`config.mk`:
```
export PLATFORM = sky130hd
export DESIGN_NAME = lidar_sector_obstacle_avoid
export DESIGN_NICKNAME = d
export VERILOG_FILES = /design/src/sv/lsoa_pkg.sv /design/src/sv/lsoa_front.sv /design/src/sv/lsoa_queue.sv /design/src/sv/lsoa_back.sv /design/src/sv/lidar_sector_obstacle_avoid.sv
export SDC_FILE = /design/constraint.sdc
export NUM_CORES = 1
export LEC_CHECK = 0
export BUFFER_PORTS_ARGS = -buffer_cell sky130_fd_sc_hd__buf_2
export CAP_MARGIN = 20
export CORE_MARGIN = 1.5
export CORE_UTILIZATION = 35
export DETAILED_ROUTE_END_ITERATION = 6
export MAX_ROUTING_LAYER = met4
export PLACE_DENSITY = 0.63
export SKIP_LAST_GASP = 1
export SLEW_MARGIN = 30
export SYNTH_ARGS = -nofsm -noshare
export SYNTH_HDL_FRONTEND = slang
export SYNTH_SLANG_ARGS = --single-unit
export TNS_END_PERCENT = 1
```
`constraint.sdc`:
```
create_clock -name clk_i -period 20.6 [get_ports clk_i]
set_input_delay 3.09 -clock clk_i [delete_from_list [all_inputs] [get_ports clk_i]]
set_output_delay 3.09 -clock clk_i [all_outputs]
set_load 0.05 [all_outputs]
```
`src/sv/lsoa_pkg.sv`:
```
// Shared types and constants for the lidar sector obstacle avoidance block.
// No dependencies; every file but the assertion header refers to it by scoped names.
`timescale 1ns / 1ps

package lsoa_pkg;

  localparam int unsigned ANGLE_BITS = 16;
  localparam int unsigned RANGE_BITS = 16;

  // Configuration register indexes, in register-map order.
  typedef enum logic [2:0] {
    REG_CRUISE_SPEED     = 3'd0,
    REG_SPIN_RATE        = 3'd1,
    REG_SAFE_DISTANCE    = 3'd2,
    REG_HEADING_REF      = 3'd3,
    REG_FIRST_BEAM_ANGLE = 3'd4,
    REG_BEAM_STEP        = 3'd5,
    REG_MIN_VALID_RANGE  = 3'd6,
    REG_MAX_VALID_RANGE  = 3'd7
  } reg_idx_e;

  typedef struct packed {
    logic        [15:0] cruise_speed;
    logic        [14:0] spin_rate;
    logic        [15:0] safe_distance;
    logic signed [15:0] heading_ref;
    logic signed [15:0] first_beam_angle;
    logic signed [15:0] beam_step;
    logic        [15:0] min_valid_range;
    logic        [15:0] max_valid_range;
  } cfg_t;

  typedef struct packed {
    logic [15:0] range_mm;
    logic        range_invalid;
    logic        last_in_scan;
  } in_t;

  typedef struct packed {
    logic        [15:0] linear_speed;
    logic signed [15:0] angular_rate;
    logic        [15:0] front_distance;
    logic        [15:0] left_distance;
    logic        [15:0] right_distance;
  } out_t;

  // Classified sample passed from the front end to the back end.
  typedef struct packed {
    logic [15:0] range_mm;
    logic        hit_front;
    logic        hit_left;
    logic        hit_right;
    logic        first;
    logic        last;
  } sample_t;

  // Sign-extend a 16-bit register angle, then wrap it to ANGLE_BITS.
  function automatic logic [ANGLE_BITS-1:0] reg_angle(input logic [15:0] v);
    logic [31:0] s;
    s = {{16{v[15]}}, v};
    return s[ANGLE_BITS-1:0];
  endfunction

endpackage

```
`src/sv/lsoa_front.sv`:
```
// Front end: accepts lidar samples, tracks the beam angle and classifies each
// sample into sectors. Depends on lsoa_pkg.
`timescale 1ns / 1ps

module lsoa_front (
  input  logic              clk_i,
  input  logic              rst_ni,
  input  lsoa_pkg::cfg_t    cfg_i,
  input  logic              in_valid_i,
  input  lsoa_pkg::in_t     in_data_i,
  input  logic              q_ready_i,
  output logic              push_o,
  output lsoa_pkg::sample_t entry_o
);

  localparam int unsigned AB = lsoa_pkg::ANGLE_BITS;
  localparam int unsigned PW = AB + 10;
  localparam logic signed [PW-1:0] FULL     = PW'(1) << AB;
  localparam logic signed [PW-1:0] SCALE    = PW'(360);
  localparam logic signed [PW-1:0] FRONT_LO = -(FULL * PW'(10));
  localparam logic signed [PW-1:0] FRONT_HI = FULL * PW'(10);
  localparam logic signed [PW-1:0] SIDE_LO  = FULL * PW'(40);
  localparam logic signed [PW-1:0] SIDE_HI  = FULL * PW'(70);
  localparam logic [15:0] RANGE_MASK = 16'((64'(1) << lsoa_pkg::RANGE_BITS) - 64'(1));

  logic [AB-1:0]        beam_q, beam_d;
  logic                 in_scan_q, in_scan_d;
  logic [AB-1:0]        angle;
  logic [AB-1:0]        rel;
  logic signed [PW-1:0] rel_ext;
  logic signed [PW-1:0] prod;
  logic [15:0]          r;
  logic                 ok;

  assign push_o = in_valid_i && q_ready_i;

  // Scan start takes the first beam angle from the register.
  assign angle   = in_scan_q ? beam_q : lsoa_pkg::reg_angle(cfg_i.first_beam_angle);
  assign rel     = angle - lsoa_pkg::reg_angle(cfg_i.heading_ref);
  assign rel_ext = {{(PW-AB){rel[AB-1]}}, rel};
  assign prod    = rel_ext * SCALE;

  assign r  = in_data_i.range_mm & RANGE_MASK;
  assign ok = !in_data_i.range_invalid && (r > cfg_i.min_valid_range)
              && (r < cfg_i.max_valid_range);

  always_comb begin
    entry_o.range_mm  = r;
    entry_o.hit_front = ok && (prod >= FRONT_LO) && (prod <= FRONT_HI);
    entry_o.hit_left  = ok && (prod >= SIDE_LO) && (prod <= SIDE_HI);
    entry_o.hit_right = ok && (prod >= -SIDE_HI) && (prod <= -SIDE_LO);
    entry_o.first     = !in_scan_q;
    entry_o.last      = in_data_i.last_in_scan;
  end

  always_comb begin
    beam_d    = beam_q;
    in_scan_d = in_scan_q;
    if (push_o) begin
      beam_d    = angle + lsoa_pkg::reg_angle(cfg_i.beam_step);
      in_scan_d = !in_data_i.last_in_scan;
    end
  end

  always_ff @(posedge clk_i or negedge rst_ni) begin
    if (!rst_ni) begin
      in_scan_q <= 1'b0;
    end else begin
      in_scan_q <= in_scan_d;
    end
  end

  // Angle is only read mid-scan, so it needs no reset.
  always_ff @(posedge clk_i) begin
    beam_q <= beam_d;
  end

endmodule

```
`src/sv/lsoa_queue.sv`:
```
// Two-entry queue of classified samples between front and back end.
// Depends on lsoa_pkg.
`timescale 1ns / 1ps

module lsoa_queue (
  input  logic              clk_i,
  input  logic              rst_ni,
  input  logic              push_i,
  input  lsoa_pkg::sample_t entry_i,
  output logic              ready_o,
  output logic              valid_o,
  output lsoa_pkg::sample_t entry_o,
  input  logic              pop_i
);

  lsoa_pkg::sample_t mem_q [2];
  logic       wr_ptr_q, wr_ptr_d;
  logic       rd_ptr_q, rd_ptr_d;
  logic [1:0] count_q, count_d;

  assign ready_o = (count_q != 2'd2);
  assign valid_o = (count_q != 2'd0);
  assign entry_o = mem_q[rd_ptr_q];

  always_comb begin
    wr_ptr_d = wr_ptr_q;
    rd_ptr_d = rd_ptr_q;
    count_d  = count_q;
    if (push_i) begin
      wr_ptr_d = !wr_ptr_q;
    end
    if (pop_i) begin
      rd_ptr_d = !rd_ptr_q;
    end
    unique case ({push_i, pop_i})
      2'b10:   count_d = count_q + 2'd1;
      2'b01:   count_d = count_q - 2'd1;
      default: count_d = count_q;
    endcase
  end

  always_ff @(posedge clk_i or negedge rst_ni) begin
    if (!rst_ni) begin
      wr_ptr_q <= 1'b0;
      rd_ptr_q <= 1'b0;
      count_q  <= 2'd0;
    end else begin
      wr_ptr_q <= wr_ptr_d;
      rd_ptr_q <= rd_ptr_d;
      count_q  <= count_d;
    end
  end

  always_ff @(posedge clk_i) begin
    if (push_i) begin
      mem_q[wr_ptr_q] <= entry_i;
    end
  end

endmodule

```
`src/sv/lsoa_back.sv`:
```
// Back end: folds classified samples into the sector minima and issues the
// drive command on the last sample of a scan. Depends on lsoa_pkg.
`timescale 1ns / 1ps

module lsoa_back (
  input  logic              clk_i,
  input  logic              rst_ni,
  input  lsoa_pkg::cfg_t    cfg_i,
  input  logic              q_valid_i,
  input  lsoa_pkg::sample_t q_entry_i,
  output logic              q_pop_o,
  output logic              out_valid_o,
  input  logic              out_ready_i,
  output lsoa_pkg::out_t    out_data_o
);

  logic [15:0]    front_q, front_d;
  logic [15:0]    left_q, left_d;
  logic [15:0]    right_q, right_d;
  logic [15:0]    base_f, base_l, base_r;
  logic           out_valid_q, out_valid_d;
  lsoa_pkg::out_t out_q, out_d;
  logic [15:0]    r;

  // Hold a last sample while an unread result still occupies the output.
  assign q_pop_o = q_valid_i && (!q_entry_i.last || !out_valid_q || out_ready_i);

  assign r      = q_entry_i.range_mm;
  assign base_f = q_entry_i.first ? cfg_i.max_valid_range : front_q;
  assign base_l = q_entry_i.first ? cfg_i.max_valid_range : left_q;
  assign base_r = q_entry_i.first ? cfg_i.max_valid_range : right_q;

  always_comb begin
    front_d = (q_entry_i.hit_front && (r < base_f)) ? r : base_f;
    left_d  = (q_entry_i.hit_left  && (r < base_l)) ? r : base_l;
    right_d = (q_entry_i.hit_right && (r < base_r)) ? r : base_r;

    out_d.front_distance = front_d;
    out_d.left_distance  = left_d;
    out_d.right_distance = right_d;
    if (front_d < cfg_i.safe_distance) begin
      out_d.linear_speed = 16'd0;
      if (left_d > right_d) begin
        out_d.angular_rate = -$signed({1'b0, cfg_i.spin_rate});
      end else begin
        out_d.angular_rate = $signed({1'b0, cfg_i.spin_rate});
      end
    end else begin
      out_d.linear_speed = cfg_i.cruise_speed;
      out_d.angular_rate = 16'sd0;
    end

    out_valid_d = out_valid_q;
    if (out_ready_i) begin
      out_valid_d = 1'b0;
    end
    if (q_pop_o && q_entry_i.last) begin
      out_valid_d = 1'b1;
    end
  end

  always_ff @(posedge clk_i or negedge rst_ni) begin
    if (!rst_ni) begin
      out_valid_q <= 1'b0;
    end else begin
      out_valid_q <= out_valid_d;
    end
  end

  // Minima reload at every scan start, so they need no reset.
  always_ff @(posedge clk_i) begin
    if (q_pop_o) begin
      front_q <= front_d;
      left_q  <= left_d;
      right_q <= right_d;
    end
    if (q_pop_o && q_entry_i.last) begin
      out_q <= out_d;
    end
  end

  assign out_valid_o = out_valid_q;
  assign out_data_o  = out_q;

endmodule

```
`src/sv/lidar_sector_obstacle_avoid.sv`:
```
// Flow: an accepted sample is written into the sample queue; the back end pops it
// from there and registers the result of a last sample into the output register.
// Throughput: one sample per cycle unless the output stalls, set by the classify
// and min update; a stalled output backs up through the two-entry sample queue.
// Reset: registers take their defaults, scan state is cleared, queue and output
// are empty. No clearing pass; the block accepts samples right after reset.
`timescale 1ns / 1ps

module lidar_sector_obstacle_avoid (
  input  logic           clk_i,
  input  logic           rst_ni,
  // configuration write channel
  input  logic           cfg_valid_i,
  output logic           cfg_ready_o,
  input  logic [2:0]     cfg_index_i,
  input  logic [15:0]    cfg_data_i,
  // sample input channel
  input  logic           in_valid_i,
  output logic           in_ready_o,
  input  lsoa_pkg::in_t  in_data_i,
  // drive command output channel
  output logic           out_valid_o,
  input  logic           out_ready_i,
  output lsoa_pkg::out_t out_data_o
);

  lsoa_pkg::cfg_t    cfg_q, cfg_d;
  logic              push;
  lsoa_pkg::sample_t push_entry;
  logic              q_ready;
  logic              q_valid;
  lsoa_pkg::sample_t q_entry;
  logic              q_pop;

  // Register writes are always taken; software must write only while idle, which the block does not enforce.
  assign cfg_ready_o = 1'b1;

  always_comb begin
    cfg_d = cfg_q;
    if (cfg_valid_i) begin
      unique case (lsoa_pkg::reg_idx_e'(cfg_index_i))
        lsoa_pkg::REG_CRUISE_SPEED:     cfg_d.cruise_speed     = cfg_data_i;
        lsoa_pkg::REG_SPIN_RATE:        cfg_d.spin_rate        = cfg_data_i[14:0];
        lsoa_pkg::REG_SAFE_DISTANCE:    cfg_d.safe_distance    = cfg_data_i;
        lsoa_pkg::REG_HEADING_REF:      cfg_d.heading_ref      = $signed(cfg_data_i);
        lsoa_pkg::REG_FIRST_BEAM_ANGLE: cfg_d.first_beam_angle = $signed(cfg_data_i);
        lsoa_pkg::REG_BEAM_STEP:        cfg_d.beam_step        = $signed(cfg_data_i);
        lsoa_pkg::REG_MIN_VALID_RANGE:  cfg_d.min_valid_range  = cfg_data_i;
        lsoa_pkg::REG_MAX_VALID_RANGE:  cfg_d.max_valid_range  = cfg_data_i;
        default:                        cfg_d = cfg_q;
      endcase
    end
  end

  always_ff @(posedge clk_i or negedge rst_ni) begin
    if (!rst_ni) begin
      cfg_q.cruise_speed     <= 16'd200;
      cfg_q.spin_rate        <= 15'd450;
      cfg_q.safe_distance    <= 16'd2000;
      cfg_q.heading_ref      <= 16'sd0;
      cfg_q.first_beam_angle <= 16'sh8000;
      cfg_q.beam_step        <= 16'sd182;
      cfg_q.min_valid_range  <= 16'd120;
      cfg_q.max_valid_range  <= 16'd12000;
    end else begin
      cfg_q <= cfg_d;
    end
  end

  // Input ready follows queue space only, never the output side directly.
  assign in_ready_o = q_ready;

  // Front end: beam angle tracking and sector classification.
  lsoa_front u_front (
    .clk_i      (clk_i),
    .rst_ni     (rst_ni),
    .cfg_i      (cfg_q),
    .in_valid_i (in_valid_i),
    .in_data_i  (in_data_i),
    .q_ready_i  (q_ready),
    .push_o     (push),
    .entry_o    (push_entry)
  );

  // Decouple the two ends so an output stall does not stop sampling at once.
  lsoa_queue u_queue (
    .clk_i   (clk_i),
    .rst_ni  (rst_ni),
    .push_i  (push),
    .entry_i (push_entry),
    .ready_o (q_ready),
    .valid_o (q_valid),
    .entry_o (q_entry),
    .pop_i   (q_pop)
  );

  // Back end: sector minima and the drive decision.
  lsoa_back u_back (
    .clk_i       (clk_i),
    .rst_ni      (rst_ni),
    .cfg_i       (cfg_q),
    .q_valid_i   (q_valid),
    .q_entry_i   (q_entry),
    .q_pop_o     (q_pop),
    .out_valid_o (out_valid_o),
    .out_ready_i (out_ready_i),
    .out_data_o  (out_data_o)
  );

endmodule

```
; Yosys cells after proc, flatten, opt, wreduce, memory -nomap -nowiden
; Memory sizes are Yosys's and may differ from the RTL's.
; Cells that the tools add are included.
[totals]
regBits = 277
latchBits = 0
ramBits = 42
rom_bits = 0
output_inout_bits = 83
n_memories = 1
[classes]
add_sub_neg = 5
multipliers = 1
div_mod_pow = 0
magnitude_cmp = 13
n_eq_ne = 10
shift = 0
mux = 13
bitwise = 0
n_reduce_logical = 36
[memory_table]
columns = memory, words, width, rd, rd_clocked_by_memory_dff, wr, line_no
row1 = u_queue.mem_q, 2, 21, 1, 0, 1, lsoa_queue.sv:16  ; lsoa_pkg::sample_t mem_q [2];
[op_table]
columns = cell, n
row1 = 16-bit 2-to-1 mux, 7
row2 = 16-bit less-than comparator, 5
row3 = 16-bit > comparator, 2
row4 = 26-bit by 21-bit greater-or-equal comparator with 1-bit output (second input constant), 1
row5 = 26-bit by 23-bit greater-or-equal comparator with 1-bit output (second input constant), 1
row6 = 26-bit by 24-bit greater-or-equal comparator with 1-bit output (second input constant), 1
row7 = 26-bit by 21-bit less-or-equal comparator with 1-bit output (second input constant), 1
row8 = 26-bit by 23-bit less-or-equal comparator with 1-bit output (second input constant), 1
row9 = 26-bit by 24-bit less-or-equal comparator with 1-bit output (second input constant), 1
row10 = 16-bit by 7-bit multiplier with 23-bit output (second input constant), 1
row11 = 2-bit AND reduction, 9
row12 = 16-bit adder, 1
row13 = 15-bit negation with 16-bit output, 1
row14 = 16-bit subtractor, 1
row15 = 15-bit 2-to-1 mux, 1
row16 = 1-bit logical AND, 14
row17 = 3-bit == test (second input constant), 4
row18 = 1-bit zero test, 7
row19 = 3-bit by 2-bit == test with 1-bit output (second input constant), 2
row20 = 2-bit nonzero test, 3
row21 = 1-bit 2-to-1 mux, 4
row22 = 2-bit one-hot mux with 2 select lines, 1
row23 = 3-bit by 1-bit == test with 1-bit output (second input constant), 1
row24 = 3-bit zero test, 1
row25 = other kinds (6), 7

; Depth between registers and ports, before layout
; Gate-level depths: netlist of run 1.
; An unclocked memory read counts as a cell.
[logic_depth]
depth_word = 7
ltp_mapped = 30

; Modules after synthesis
; From an unflattened synthesis of run 1, not the netlist that was laid out.
[hier_totals]
hier_cells = 1589
hier_area_um2 = 19572.5
[by_module_without_submodules]
columns = mod, instances, cells_per_inst, area_per_inst_um2, seq_area_each_um2
row1 = lsoa_back, 1, 608, 7484.7, 3868.7
row2 = lsoa_front, 1, 621, 5382.7, 505.5
row3 = lidar_sector_obstacle_avoid, 1, 279, 4927.2, 3215.6
row4 = lsoa_queue, 1, 81, 1778.0, 1361.3

; Least setup slack after synthesis of run 1
; No wires, ideal clock.
[synth_path]
path_type = input to register
start = input out_ready_i
end = register u_back.out_q, in the netlist u_back.out_data_o[0], enable pin
setup_ns = 0.617
t_arrival_ns = 8.719
path_slack_ns = 11.264
path_stages = 3
path_buffers = 0
cell_sequence = nand2b_1 -> nor2_1 -> nor3_1
[synth_via]
elab_chain_len = 3
[synth_rtl]
columns = item, line_no
row1 = from (decl), lidar_sector_obstacle_avoid.sv:23  ; input logic out_ready_i,
row2 = 1-bit logical OR, lsoa_back.sv:26  ; assign q_pop_o = q_valid_i && (!q_entry_i.last || !out_valid_q || out_ready_i);
row3 = 1-bit logical AND, lsoa_back.sv:26
row4 = 1-bit logical AND, lsoa_back.sv:77  ; if (q_pop_o && q_entry_i.last) begin
row5 = to (signal assigned), lsoa_back.sv:78  ; out_q <= out_d;
row6 = to (decl), lsoa_back.sv:22  ; lsoa_pkg::out_t out_q, out_d;
; Every way passes these cells.
; A chain may end at the register's enable or synchronous reset.

==> impl_results.md, run 1 <==
- DRC: 0
- TritonCTS clock tree: yes
- Final WL: 43610 um
- Final Critical Period: 7.435 ns
- Yosys top cell by area: edfxtp_1
- Crit Path Max Fanout: 7
- Slew @ Worst Pin: between 0.9 and 1 ns
- Avg Cell Area, Syn: 11.82 um2
- Status: finished, final reports clean
- Max cap viols: 0
- Metal3 WL: around 1400 um
- Detailed Place HPWL: 32560 um
- RD Place Congestion: approximately 0.85
- Maximum clock rate: about 130 MHz
- Unrepaired setup endpoints after global routing: no
- DR WL met2: 21660 um
- Final setup vio count: 0
- CTS Buf Count: 37
- Mapped Cells: 1599
- Clock slew at reported path FFs: approximately 0.060 ns
- Number of iterations in the first detailed-routing pass: 5
- Ports: 125
- Top FF cell, synth: edfxtp_1
- Hold Path Class: reg -> reg
- Core area: 52970 um2
- Worst r2r src: u_front.in_scan_q
- Multi-input logic area: 9150 um2
- Final Max Slew Viols: 0
- Drt wl/cell: 17.76 um
- Slowest Stage Delay on Critical Path: 0.53 ns
- # fillers: 5051
- CTS resizes: 0
- WP buf/inv: 3
- Post-synth EDFFs: 186
- DR vias/cell: a little over 5
- Sequential area share after synthesis: 0.4736
- CP endpoint kind: flip-flop
- Die width: 235.4 um
- Syn. warnings: 0
- Max Clock Skew: between 0.03 and 0.04 ns
- CP Launch Point: u_front.in_scan_q
- Insertion delay to the later sink of the worst-skew pair: 0.56 ns
- First-pass GRT wire length: ~70000 um
- Longest Clk Path Bufs: 3
- Top area cells in the synthesized netlist: edfxtp_1 30%, dfrtp_1 14%, ha_1 13%, mux2_2 7.7%, dfstp_2 4.2%
- Critical path depth in cells: 27
- Critical Path AT: 7.82 ns
- Final Cycle Share: 0.3609
- Layout net count: approximately 2000
- Initial drt markers: 660
- Via count: between 10000 and 15000
- Ys async rst share: 0.4169
- Syn nets: 1864
- R2R setup slack: 13.16 ns
- H-tree levels: 2
- Startpoint types: flip-flop
- Final hold vios: 0
- Synth top area share: 0.2955
- Synth cell types: 71
- Register area: 8951 um2
- ANT cells: 0
- Most Frequent Cell on Critical Path: ha_1
- Required @ worst endpoint: 20.98 ns
- Row count: 84
- Vias in the first global route: around 13000
- Hold buffers post-CTS: 0
- Clock sink count: 319
- Initial antenna violation count: 1
- Crit path max-delay family: compound AO/OA/AOI/OAI gates
- GRT Total Usage: 0.1622
- Worst flop-to-flop path endpoint: u_queue.mem_q[0][4]
- PortBufs: 123
- Postcts setup bufs: 0
- Setup TNS Final: 0 ns
- Final ANT Viol Nets: 0
- Area Growth Syn to Fin: 14.55%
- Die area: 55400 um2
- Total congestion overflow: 0
- Die Ht: 235.4 um
- Commonest non-fill, non-tap cells in the layout: 193 x ha_1, 186 x edfxtp_1, 171 x inv_1, 130 x mux2_2, 122 x buf_2
- Root buf cell: clkbuf_16
- Most common cell after layout, fill and taps aside: ha_1
- Largest net degree at the start of global routing: 77
- Kind of critical path: reg -> reg
- R2R cell count: 27
- Max stage delay cell, worst path: fa_1
- Uppermost layer routed: met4
- #FFs+latches synth: 319
- Mapped Area: 18900 um2
- Share of cells above drive strength 1: 0.2223
- Rel. slew slack: 0.3961
- M1 WL: 19560 um
- Crit path to: u_queue.mem_q[0][4]
- Initial Util: 0.3568
per-stage QoR:
stage | worst slack, ns | hold slack [ns] | cell area [um2] | instances | utilization
final | 13.16 | 0.4993 | 21650 | 2456 | 0.4087
after floorplan | 11.26 | 0.4608 | 18900 | 1599 | -
after detailed placement | 13.25 | 0.4895 | 20380 | 2388 | 0.3847
after global routing | 12.50 | 0.5127 | 21650 | 2456 | 0.4087
after global placement | 13.40 | 0.4776 | 20340 | 2386 | 0.3841
after CTS | 13.24 | 0.5037 | 21630 | 2455 | 0.4084
synth_stat cells, types with 30 or more instances:
master and instances:
mux2_2 130, dfstp_2 30, mux2i_1 59, ha_1 193, a21oi_1 102, dfrtp_1 103, o21ai_0 59, fa_1 30
a21o_1 33, xnor2_1 34, nor2_1 60, inv_1 171, nand2_1 63, nor2b_1 37, edfxtp_1 186
layer usage:
layer,vias up,track usage
li1,6057,-
met1,6318,0.2020
met2,231,0.2753
met3,67,0.02181
met4,0,0.04633
met5,-,-
cell type report:
cell class,count,share of cell area
clock buffers,44,0.04641
clock inverters,23,0.01156
inverters,180,0.03121
multi-input cells,1063,0.4226
flip-flops and latches,319,0.4135
well taps,688,0.03976
repair buffers,139,0.03497
state kept, by name (all words and copies together), names as in the netlist, 2 cells and up:
signal / cells
u_back.right_q: 16
cfg_q: 127
u_front.beam_q: 16
u_queue.count_q: 2
u_back.left_q: 16
u_queue.mem_q: 42
u_back.front_q: 16
u_back.out_data_o: 80
worst min path at each step:
stage	to	cells after the start	from	slack (ns)
finish	cfg_q[126]	1	cfg_q[126]	0.50
global route	cfg_q[2]	1	cfg_q[2]	0.51
CTS	cfg_q[126]	1	cfg_q[126]	0.50
detailed placement	cfg_q[126]	1	cfg_q[126]	0.49
global placement	u_queue.count_q[1]	1	u_queue.count_q[1]	0.48
floorplan	u_queue.wr_ptr_q	1	u_queue.wr_ptr_q	0.46
kinds of logic after synthesis:
kind of cell,share of synthesized area
xor+xnor,0.02503
other cells,0.0001984
fa+ha+maj,0.1596
flops,0.4736
buf+inv,0.04475
compound gates,0.09937
mux,0.1170
simple gates,0.08044
Power of run 1 is left out: the tool's default activity adds up to more than one toggle a clock period on the data nets, which glitch-free logic cannot reach.
==> run 2, diff against run 1 <==
Settings changed: PLACE_DENSITY 0.63 to 0.65.
Clock period 20.6 ns to 6.2 ns, I/O delays scaled along.
==> impl_results.md, run 2 (synthesis results as in run 1) <==
- Critical Path AT: 7.11 ns
- Largest net degree at the start of global routing: 69
- Core area: 52970 um2
- Status: finished, violations left
- R2R setup slack: -0.50 ns
- Ports: 125
- Hold buffers post-CTS: 0
- Initial antenna violation count: 3
- Crit Path Max Fanout: 7
- Share of cells above drive strength 1: 0.3070
- Number of iterations in the first detailed-routing pass: 5
- Final setup vio count: 6
- CP endpoint kind: flip-flop
- Worst flop-to-flop path endpoint: u_queue.mem_q[0][4]
- Drt wl/cell: 17.81 um
- Max cap viols: 0
- # fillers: between 4000 and 5000
- Final ANT Viol Nets: 0
- Most common cell after layout, fill and taps aside: edfxtp_1
- Die Ht: around 240 um
- Area Growth Syn to Fin: 22.58%
- Kind of critical path: reg -> reg
- Hold Path Class: in -> async
- H-tree levels: 2
- DP Cell Count: 2507
- TritonCTS clock tree: yes
- CTS Buf Count: 36
- Final Critical Period: 6.703 ns
- Initial drt markers: 810
- Unrepaired setup endpoints after global routing: yes
- Pre-CTS WS: -0.8677 ns
- Initial Util: 0.3568
- Non-Filler Instances: 2598
- Failing checks: negative setup slack
- Via count: 13206
- Insertion delay to the later sink of the worst-skew pair: roughly 0.57 ns
- Clock slew at reported path FFs: 0.06 ns
- Final WL: 46280 um
- Slew @ Worst Pin: 0.8886 ns
- Final Cycle Share: 1.081
- Worst r2r src: u_front.in_scan_q
- Maximum clock rate: 149.2 MHz
- Total congestion overflow: 0
- Vias in the first global route: 13409
- Clock sink count: 319
- DR vias/cell: 5.083
- GRT Total Usage: 0.1690
- Max Clock Skew: 0.02728 ns
- Detailed Place HPWL: 34360 um
- PortBufs: 123
- Die area: 55400 um2
- Post-route setup slack: -0.5026 ns
- Longest Clk Path Bufs: 3
- Required @ worst endpoint: 6.61 ns
- Root buf cell: clkbuf_16
- Final hold vios: 0
- Largest Register: cfg_q
- Number of flip-flops in the largest register: 127
- RD Place Congestion: slightly below 0.9
- Commonest non-fill, non-tap cells in the layout: 186 x edfxtp_1, 172 x ha_1, 169 x inv_1, 149 x buf_4, 127 x mux2_2
- DRC: 0
- Final Max Slew Viols: 0
- Rel. slew slack: 0.4076
- Startpoint types: flip-flop
- Row count: between 80 and 90
- Die width: 235.4 um
- First-pass GRT wire length: about 72000 um
- R2R cell count: 26
- Layout net count: 2147
==> run 2: changes by cell type in the layout (fill, tap and decap cells not counted), moves of 5 or more <==
cell | before | now
a21oi_1 | 102 | 96
a21oi_2 | 0 | 5
buf_4 | 12 | 149
clkbuf_1 | 4 | 10
ha_1 | 193 | 172
ha_4 | 0 | 20
==> run 2: layer usage <==
metal	share of wire	track usage	up-vias
met5	0	-	-
met3	0.037	0.02146	71
met1	0.44	0.2098	6532
li1	-	-	6337
met2	0.50	0.2846	266
met4	0.025	0.05709	0
==> run 2: through the flow <==
step	area [um2]	utilization	hold WS [ns]	setup TNS (ns)
floorplan	18900	-	0.4608	-5.821
global placement	21280	0.4018	0.4771	-3.710
detailed placement	21290	0.4020	0.4882	-4.978
CTS	22930	0.4329	0.3756	-1.750
global route	23170	0.4373	0.4305	-10.47
finish	23170	0.4373	0.3842	-2.728
==> run 2: final cells by class <==
| type | count | area, um2 | share of cell area |
|---|---|---|---|
| Multi-Input combinational cell | 1063 | 9657 | 0.4169 |
| Sequential cell | 319 | 8952 | 0.3864 |
| Timing Repair Buffer | 282 | 1882 | 0.08123 |
| Clock buffer | 50 | 993.5 | 0.04288 |
| Tap cell | 688 | 860.8 | 0.03716 |
| Inverter | 180 | 675.6 | 0.02917 |
| Clock inverter | 15 | 142.6 | 0.006157 |
| Antenna cell | 1 | 2.502 | 0.0001080 |
==> run 2: repair_timing <==
item                                    CTS  global route
endpoints found under the setup margin    6            37
gates cloned                              0             0
buffers inserted                         16             6
pin swaps                                44            31
gates resized for setup                  58            20
==> run 2: critical path, cell delays in order (launching register included) <==
cell and delay (ns):
dfrtp_2 0.48, buf_6 0.15, mux2_4 0.33, ha_4 0.28, o211a_1 0.18, o31ai_4 0.09
nor2b_4 0.14, buf_4 0.13, buf_4 0.14, xnor2_4 0.30, ha_4 0.26, ha_4 0.21
fa_1 0.53, inv_1 0.05, fa_1 0.49, inv_1 0.06, ha_4 0.26, and3_1 0.15
a221o_1 0.40, a221oi_4 0.40, o311ai_4 0.15, o22a_1 0.25, or3_1 0.36, or3_1 0.36
o31ai_2 0.09, o31ai_2 0.10, o22ai_2 0.19
==> run 2: worst max path at each step <==
stage                 startpoint                   to  slack, ns  cells after the start
3_3_place_gp   u_front.in_scan_q  u_queue.mem_q[0][4]      -0.67                     27
4_1_cts        u_front.in_scan_q  u_queue.mem_q[1][4]      -0.31                     28
2_1_floorplan  u_front.in_scan_q  u_queue.mem_q[0][4]      -1.07                     29
5_1_grt        u_front.in_scan_q  u_queue.mem_q[0][4]      -0.70                     26
6_report       u_front.in_scan_q  u_queue.mem_q[0][4]      -0.50                     26
3_5_place_dp   u_front.in_scan_q  u_queue.mem_q[0][4]      -0.87                     27
Power of run 2 is left out for the same reason.
==> run 3, diff against run 2 <==
Settings changed: ABC_AREA from default to 1, ABC_CLOCK_PERIOD_IN_PS from default to 6200, SKIP_LAST_GASP 1 to default.
==> impl_results.md, run 3 <==
- First-pass GRT wire length: between 70000 and 80000 um
- Detailed Place HPWL: 36640 um
- Area Growth Syn to Fin: 19.16%
- Post-synth EDFFs: about 190
- CTS Buf Count: 36
- Commonest cells in the netlist: 507 x nand2_1, 319 x inv_1, 206 x o21ai_0
- Initial Util: 0.3563
- PortBufs: 123
- WP buf/inv: 5
- Share of cells above drive strength 1: 0.1750
- Longest Clk Path Bufs: 3
- Largest net degree at the start of global routing: 77
- Most common cell after layout, fill and taps aside: nand2_1
- Kind of critical path: reg -> reg
- Synth top area share: 0.2960
- Unrepaired setup endpoints after global routing: yes
- # fillers: 5067
- Yosys top cell by area: edfxtp_1
- Startpoint types: flip-flop
- Avg Cell Area, Syn: 9.126 um2
- DRC: 0
- Max Clock Skew: ~0.016 ns
- Final Max Slew Viols: 0
- Ports: around 130
- Insertion delay to the later sink of the worst-skew pair: 0.55 ns
- Initial drt markers: about 1000
- Largest Register: cfg_q
- Final Cycle Share: 0.9683
- Number of iterations in the first detailed-routing pass: 5
- Slew @ Worst Pin: 0.9031 ns
- DR vias/cell: 4.917
- Drt wl/cell: 16.44 um
- Mapped Cells: roughly 2100
- Clock sink count: 319
- Status: finished, final reports clean
- Final Critical Period: 6.004 ns
- Final Util: 0.4245
- CP endpoint kind: flip-flop
- Die area: 55320 um2
- Row count: 84
- GRT Total Usage: 0.1794
- Sequential area share after synthesis: 0.4743
- Mapped Area: 18870 um2
- Worst flop-to-flop path endpoint: u_queue.mem_q[1][4]
- Clock slew at reported path FFs: 0.06 ns
- Slowest Stage Delay on Critical Path: 0.54 ns
- Critical Path AT: 6.30 ns
- Hold Path Class: in -> async
- Most common cell in the netlist: nand2_1
- Worst r2r src: u_front.in_scan_q
- Final ANT Viol Nets: 0
- Final WL: 48810 um
- Commonest non-fill, non-tap cells in the layout: 495 x nand2_1, 310 x inv_1, 199 x o21ai_0, 186 x edfxtp_1, 166 x ha_1
- Die width: 235.2 um
- CP Launch Point: u_front.in_scan_q
- TritonCTS clock tree: yes
- Root buf cell: clkbuf_16
- Crit path max-delay family: adder cells
- H-tree levels: 2
- Rel. slew slack: 0.3965
- Ys async rst share: 0.4169
- Hold buffers post-CTS: 0
- Syn nets: around 2300
- #FFs+latches synth: 319
- Crit Path Max Fanout: 4
- Vias in the first global route: roughly 14000
- Number of flip-flops in the largest register: 127
- Top area cells in the synthesized netlist: edfxtp_1 30%, dfrtp_1 14%, ha_1 13%, nand2_1 10%, inv_1 6.3%
- Via count: 14599
- Layout net count: ~2500
- RD Place Congestion: 0.8930
- Initial antenna violation count: 7
- R2R cell count: 35
- Synth cell types: between 40 and 50
- Top FF cell, synth: edfxtp_1
- Max stage delay cell, worst path: fa_1
- Final hold vios: 0
- R2R setup slack: 0.20 ns
- Maximum clock rate: 166.6 MHz
- Core area: 52970 um2
- Required @ worst endpoint: 6.50 ns
- Die Ht: between 200 and 250 um
- Syn. warnings: 0
- Max cap viols: 0
- Final setup vio count: 0
- Total congestion overflow: 0
-- run 3: changes by cell type in the layout (fill, tap and decap cells not counted), moves of 56 or more --
cell,delta
buf_4,-79
inv_1,+141
mux2_2,-127
mux2i_1,-56
nand2_1,+433
nand3_1,+80
o21ai_0,+144
-- run 3: stage by stage --
| step | TNS (ns) | std cells | cell area (um2) | hold slack [ns] | setup WS, ns |
|---|---|---|---|---|---|
| 6_report | 0 | 2969 | 22490 | 0.4290 | 0.1963 |
| 4_1_cts | 0 | 2957 | 21870 | 0.4396 | 0.0001315 |
| 3_5_place_dp | -0.8441 | 2883 | 20620 | 0.4729 | -0.1747 |
| 3_3_place_gp | -0.06834 | 2883 | 20610 | 0.4663 | -0.03417 |
| 2_1_floorplan | 0 | 2068 | 18870 | 0.4478 | 0.01415 |
| 5_1_grt | -0.4995 | 2969 | 22490 | 0.4717 | -0.1491 |
-- run 3: kinds of logic (layout without fill, tap and decap cells) --
kind of cell	after synthesis	count (layout)	synth area share
simple gates	723	723	0.1566
buf+inv	377	583	0.07578
compound gates	362	362	0.1040
flops	319	319	0.4743
fa+ha+maj	223	223	0.1598
xor+xnor	62	62	0.02877
other cells	1	8	0.0001987
mux	1	1	0.0005304
-- run 3: worst max-delay path by stage --
stage	to	slack [ns]	depth (start not counted)
3_5_place_dp	u_queue.mem_q[0][3]	-0.17	33
2_1_floorplan	u_queue.mem_q[0][3]	0.01	34
5_1_grt	u_queue.mem_q[1][4]	-0.15	36
3_3_place_gp	u_queue.mem_q[0][3]	-0.03	33
4_1_cts	u_queue.mem_q[1][4]	0.0001	34
6_report	u_queue.mem_q[1][4]	0.20	35
-- run 3: layer usage --
layer	GRT usage	vias up	share of wire
li1	-	7186	-
met1	0.2186	6977	0.42
met2	0.3029	352	0.50
met3	0.02920	84	0.050
met4	0.05844	0	0.027
met5	-	-	0
-- run 3: timing repair --
| action | CTS | global route |
|---|---|---|
| pin swaps | 17 | 43 |
| gates resized for setup | 20 | 94 |
| setup endpoints to repair | 6 | 21 |
| setup buffers | 8 | 5 |
-- run 3: layout make-up --
type | instances | area [um2] | area share
clock inverter | 17 | 105.1 | 0.004674
inverter | 320 | 1205 | 0.05358
antenna | 7 | 17.52 | 0.0007789
timing repair buffer | 197 | 1201 | 0.05341
clock buffer | 49 | 991.0 | 0.04407
tap | 688 | 860.8 | 0.03828
multi-input combinational | 1372 | 9155 | 0.4071
sequential | 319 | 8952 | 0.3981
Power of run 3 is left out for the same reason.
